### src/hdl/bpa_pkg.sv
// Shared types and constants for the next-fit bitmap page allocator.
// Used by bpa_ctrl, bpa_dpath and bitmap_page_allocator_next_fit; depends on nothing.
package bpa_pkg;

   // Default sizing; WORD_BITS must be a power of two
   localparam int MAX_PAGES_DEF = 65536;
   localparam int WORD_BITS_DEF = 64;

   localparam int LIMIT_W = 17;
   localparam int START_W = 16;
   localparam int COUNT_W = 17;

   localparam logic OP_ALLOC = 1'b0;
   localparam logic OP_FREE  = 1'b1;

   // Commands from the controller to the datapath
   typedef struct packed {
      logic clr_wr;     // write one all-used word of the clearing pass
      logic accept;     // latch a new request
      logic pass2;      // restart the scan at page 0, up to the old cursor
      logic scan_rd;    // read the bitmap word under the cursor
      logic scan_step;  // test one page and advance the cursor
      logic fail;       // restore the cursor, record a failed allocation
      logic rmw_rd;     // read the word to be updated
      logic rmw_wr;     // write back the updated word
      logic rsp_load;   // load the result register
   } cmd_type;

   // Status from the datapath to the controller
   typedef struct packed {
      logic clr_last;
      logic op_free;
      logic count_zero;
      logic range_empty;
      logic scan_done;
      logic hit;
      logic boundary;
      logic rmw_last;
   } sts_type;

endpackage

### src/hdl/bpa_ctrl.sv
// Controller of the page allocator: sequences clearing, scan passes, run marking
// and the result handshake. Talks to bpa_dpath through bpa_pkg command and status types.
module bpa_ctrl (
   input  logic             clock,
   input  logic             reset,
   input  logic             req_tvalid,
   output logic             req_tready,
   output logic             rsp_tvalid,
   input  logic             rsp_tready,
   input  bpa_pkg::sts_type sts,
   output bpa_pkg::cmd_type cmd
);

   typedef enum logic [2:0] {
      ST_CLEAR, ST_IDLE, ST_CHECK, ST_SCAN_RD, ST_SCAN, ST_RMW_RD, ST_RMW_WR, ST_RESP
   } state_type;

   state_type state_ff, state_in;
   logic      pass2_ff, pass2_in;
   logic      rsp_tvalid_ff, rsp_tvalid_in;

   always_comb begin
      cmd           = '0;
      state_in      = state_ff;
      pass2_in      = pass2_ff;
      rsp_tvalid_in = rsp_tvalid_ff && !rsp_tready;
      case (state_ff)
         ST_CLEAR: begin
            cmd.clr_wr = 1'b1;
            if (sts.clr_last) state_in = ST_IDLE;
         end
         ST_IDLE: begin
            if (req_tvalid) begin
               cmd.accept = 1'b1;
               pass2_in   = 1'b0;
               state_in   = ST_CHECK;
            end
         end
         ST_CHECK: begin
            if (sts.op_free) begin
               state_in = sts.range_empty ? ST_RESP : ST_RMW_RD;
            end else begin
               state_in = sts.count_zero ? ST_RESP : ST_SCAN_RD;
            end
         end
         ST_SCAN_RD, ST_SCAN: begin
            if (sts.scan_done) begin
               // pass exhausted: wrap once to page 0, then give up
               if (!pass2_ff) begin
                  cmd.pass2 = 1'b1;
                  pass2_in  = 1'b1;
                  state_in  = ST_SCAN_RD;
               end else begin
                  cmd.fail = 1'b1;
                  state_in = ST_RESP;
               end
            end else if (state_ff == ST_SCAN_RD) begin
               cmd.scan_rd = 1'b1;
               state_in    = ST_SCAN;
            end else begin
               cmd.scan_step = 1'b1;
               if (sts.hit) begin
                  state_in = ST_RMW_RD;
               end else if (sts.boundary) begin
                  state_in = ST_SCAN_RD;
               end
            end
         end
         ST_RMW_RD: begin
            cmd.rmw_rd = 1'b1;
            state_in   = ST_RMW_WR;
         end
         ST_RMW_WR: begin
            cmd.rmw_wr = 1'b1;
            state_in   = sts.rmw_last ? ST_RESP : ST_RMW_RD;
         end
         ST_RESP: begin
            if (!rsp_tvalid_ff || rsp_tready) begin
               cmd.rsp_load  = 1'b1;
               rsp_tvalid_in = 1'b1;
               state_in      = ST_IDLE;
            end
         end
         default: state_in = ST_IDLE;
      endcase
   end

   always_ff @(posedge clock) begin
      if (reset) begin
         state_ff      <= ST_CLEAR;
         pass2_ff      <= 1'b0;
         rsp_tvalid_ff <= 1'b0;
      end else begin
         state_ff      <= state_in;
         pass2_ff      <= pass2_in;
         rsp_tvalid_ff <= rsp_tvalid_in;
      end
   end

   assign req_tready = (state_ff == ST_IDLE);
   assign rsp_tvalid = rsp_tvalid_ff;

endmodule

### config.mk
export PLATFORM = sky130hd
export DESIGN_NAME = bpa_ctrl
export DESIGN_NICKNAME = d
export VERILOG_FILES = /design/src/hdl/bpa_pkg.sv /design/src/hdl/bpa_ctrl.sv
export SDC_FILE = /design/constraint.sdc
export NUM_CORES = 1
export LEC_CHECK = 0
export ABC_AREA = 1
export ABC_CLOCK_PERIOD_IN_PS = 1430
export BUFFER_PORTS_ARGS = -buffer_cell sky130_fd_sc_hd__buf_2
export CORE_AREA = 3 3 40 42
export CTS_CLUSTER_DIAMETER = 150
export CTS_CLUSTER_SIZE = 30
export DETAILED_ROUTE_END_ITERATION = 6
export DIE_AREA = 0 0 43 45
export PLACE_DENSITY = 0.7
export SLEW_MARGIN = 10
export SYNTH_ARGS = -nofsm -noshare
export SYNTH_HDL_FRONTEND = slang
export SYNTH_SLANG_ARGS = --single-unit
### constraint.sdc
create_clock -name clock -period 1.43 [get_ports clock]
set_input_delay 0.0715 -clock clock [delete_from_list [all_inputs] [get_ports clock]]
set_output_delay 0.0715 -clock clock [all_outputs]
set_load 0.02 [all_outputs]
== Word level (Yosys, flattened, before mapping) ==
Cells that the tools add are included.
Word-level totals
  bits in registers: 5
  bits of input ports: 12
  output and inout port bits: 11
  word-level logic and storage cells: 57
Operators by class
  equality and inequality tests: 12
  multiplexer cells: 33
  reductions and logical operators: 9
Operators with widths (number)
  two-way mux 3 bit: 10
  one-hot mux 3 bit (7 select lines): 1
  two-way mux 1 bit: 17
  equality test 3 bit, second input constant: 4
  inequality test 2 bit, second input constant: 4
  equality test 3 x 2 -> 1 bit, second input constant: 2
  two-way mux 2 bit: 3
  inequality test 5 bit, second input constant: 1
  two-way mux 4 bit: 1
  AND reduction 4 bit: 1
  equality test 3 x 1 -> 1 bit, second input constant: 1
  logical NOT 3 bit: 1
  AND reduction 3 bit: 1
  logical NOT 1 bit: 2
  one-hot mux 1 bit (2 select lines): 1
  nonzero test 2 bit: 1
  OR reduction 2 bit: 1
  logical AND 1 bit: 1
  logical OR 1 bit: 1

== Longest topological paths before layout ==
  word-level depth: 5
  gate-level depth with buffers: 9

== Least setup slack after synthesis ==
OpenSTA, ideal clock, no wires.
  kind: reg2reg
  start: register state_ff[0]
  end: register pass2_ff
  setup time: 141 ps
  arrival: 1066 ps
  required time: 1289 ps
  slack: 224 ps
  cell stages (with the launch flop): 7
  clock period less this slack: 1206 ps
  cell sequence: dfxtp_1 > buf_6 > inv_2 > nor2_2 > nand2_1 > nor2_1 > a211oi_1
Between the ends
  cells in the longest elaborated chain, start to end: 4
  elaborated cells between the ends (all ways): 9
  classes of those cells: 5 x eq/ne; 1 x mux; 3 x reduce/logical
RTL lines
  start: declaration: line bpa_ctrl.sv:18  | state_type state_ff, state_in;
  start signal: assignment: line bpa_ctrl.sv:94  | state_ff <= state_in;
  equality test 3 x 2 -> 1 bit or equality test 3 bit (tied branches): line bpa_ctrl.sv:27  | case (state_ff)
  OR reduction 2 bit: line bpa_ctrl.sv:27
  inequality test 2 bit (no source line) or nonzero test 2 bit (tied branches)
  AND reduction 3 bit (no source line)
  end signal: assignment: line bpa_ctrl.sv:95  | pass2_ff <= pass2_in;
  end: declaration: line bpa_ctrl.sv:19  | logic pass2_ff, pass2_in;
Parallel ways exist; a longest one is shown, timed or not.
A chain may end at the register's enable or synchronous reset.

==> flow_summary.toml <==
[finish]
final_common_cell = "buf_2"
syn2layout_area_growth_pct = 33.4
multi_input_area_sq_um = 299
regArea_sq_um = 108
layout.nets = 115
layout-drive-gt1-share_pct = 45.1
fin_area_sq_um = 644
diodes = 0
fillers = 137
final_cell_mix = "buf_2, nand2_1, inv_1"

[clock_network]
clockRootBuffer = "clkbuf_4"
cts_tree = "done"
clk_pin_slew_ns = 0.04
clkLatencyLatePin_ns = 0.24
clock-sinks = 5
clockBufferDepth = 2
cts_hold_buf = 0
tritoncts.num_buffers = 3
htreeDepth = 1

[routing]
avgViaCountPerCell = 4.68
vias = 548
post_drt_wl_per_cell_microns = 9.68
dr.pass1.iters = 4
drtIter0Drc = 11
ant_nets = 0
drc = 0
routed_wl_microns = 1130

[global_route]
grt_max_degree = 12
grt_usage_pct = 13.4
grt_remaining_overflow = 0
first_global_vias = 475
grt_pass1_wl_microns = 1980
antenna_found_initial = 0

[die]
rows = 13
core_area_sq_um = 1280
die_h_microns = 45
initial_core_util_pct = 37.6
ios = 23
dieArea_sq_um = 1940
die_w_microns = 43

[critical_path]
crit_arrival_ns = 1.26
path_max_fanout = 9
worstPathRequired_ns = 1.36
cp-start-kind = "flip-flop"
end_kind = "output pin"
critPathKind = "reg2out"

[place]
numPortBuffers = 22
gp_congestion = 0.825
placed_area_sq_um = 578
dp_hpwl_microns = 903

[timing]
fin_skew_ns = 0.00217
relSlewSlack_pct = 81.9
rsz0062_at_grt = "false"
drv_slew = 0
fin_crit_ns = 1.33
whs_ns = 0.0416
worstMarginPinSlew_ns = 0.271
final_hold_viol_count = 0
setup_violations = 0
fin_setup_tns_ns = 0
max_freq_mhz = 753
fin_crit_sh_pct = 92.9

[worst_hold_path]
hold_path_class = "in2reg"

[synth]
synth_xor_area_share_pct = 0
ys_types = 20
synth_compound_area_share_pct = 9.84
synthesis.nets = 88
syn_inst = 76
avgSynthCellArea_sq_um = 6.35
synth_area_sq_um = 483
synth_top_family_by_area = "simple AND/OR/NAND/NOR gates"
synthSimpleGateAreaFrac_pct = 51.6
synth_mux_area_share_pct = 0
ys_seq_area_share_pct = 20.7
synthAdderAreaFrac_pct = 0
ys_ff_latch = 5
yosysWarnings = 0

[power_and_ir_drop]
power.total_mw = 0.961
leakagePower_nw = 0.373
power.density_nw_per_um2 = 1490
ir_drop_mv = 0.733

[outcome]
outcome = "completed"

[run]
maxCapViolations = 0
-- power breakdown --
part | switching, mW | internal, mW | total [mW]
sequential | 0.0806 | 0.186 | 0.266
clock | 0.0615 | 0.106 | 0.167
combinational | 0.317 | 0.211 | 0.528
-- per-stage QoR --
stage / worst slack [ns] / instances / utilization (%)
final: 0.102 / 117 / 50.1
after global routing: 0.00748 / 117 / 50.1
after CTS: 0.0117 / 114 / 47.2
after detailed placement: 0.104 / 110 / 45.0
after global placement: 0.113 / 110 / 45.0
after floorplan: 0.224 / 76 / -
-- registers in the layout, summed over array words and instances (netlist names) --
signal	count
state_ff	3
pass2_ff	1
rsp_tvalid	1
-- worst max-delay path, stage by stage (launching register included) --
cell and delay, ns:
dfxtp_1 0.47, inv_4 0.10, nand3_2 0.08, nand2_2 0.07, nand2_2 0.10, nor2_1 0.05
buf_4 0.15
-- synthesized netlist by cell type --
master,instances,area (sq um)
or2_2,1,6.26
nand3b_1,1,7.51
o21bai_1,1,7.51
dfxtp_1,5,100
nand3_1,4,20.0
nand2_1,13,48.8
buf_6,3,33.8
a211oi_1,1,7.51
inv_1,12,45.0
nor2_1,12,45.0
nor2_2,2,12.5
nor2_4,3,33.8
inv_2,2,7.51
a21oi_1,4,20.0
o21ai_1,1,5.00
nand4_1,1,6.26
nor3_1,2,10.0
o21a_1,1,7.51
nand2_2,3,18.8
nand3_2,4,40.0
-- cell type report --
type,instances,share of cell area (%)
multi-input cells,54,46.4
clock buffers,4,4.08
flip-flops and latches,5,16.7
well taps,15,2.91
repair buffers,25,21.4
inverters,14,8.54
-- what timing repair did --
item | CTS | global route
pin swaps | 0 | 0
endpoints found under the setup margin | 3 | 4
resized for setup | 2 | 6
buffers inserted | 0 | 3
-- routing by layer --
metal / global-route usage, % / wire length, microns / up-vias
li1: - / - / 288
met1: 18.1 / 533 / 243
met2: 20.4 / 531 / 15
met3: 1.20 / 56 / 2
met4: 9.04 / 10 / 0
met5: 0 / 0 / -
-- cell families (layout without fill, tap and decap cells) --
logic type             Yosys count  after routing
and+or+nand+nor                 46             46
buffers and inverters           17             43
AOI/OAI and AO/OA                8              8
DFF                              5              5
-- final timing paths --
check                 to  slack [ns]  cells past startpoint   startpoint
max               cmd[6]        0.10                      6  state_ff[2]
min          state_ff[1]        0.04                      2        reset
max reg2reg  state_ff[1]        0.18                      8  state_ff[2]
min reg2reg     pass2_ff        0.55                      2     pass2_ff
(Power assumes the default switching activity.)
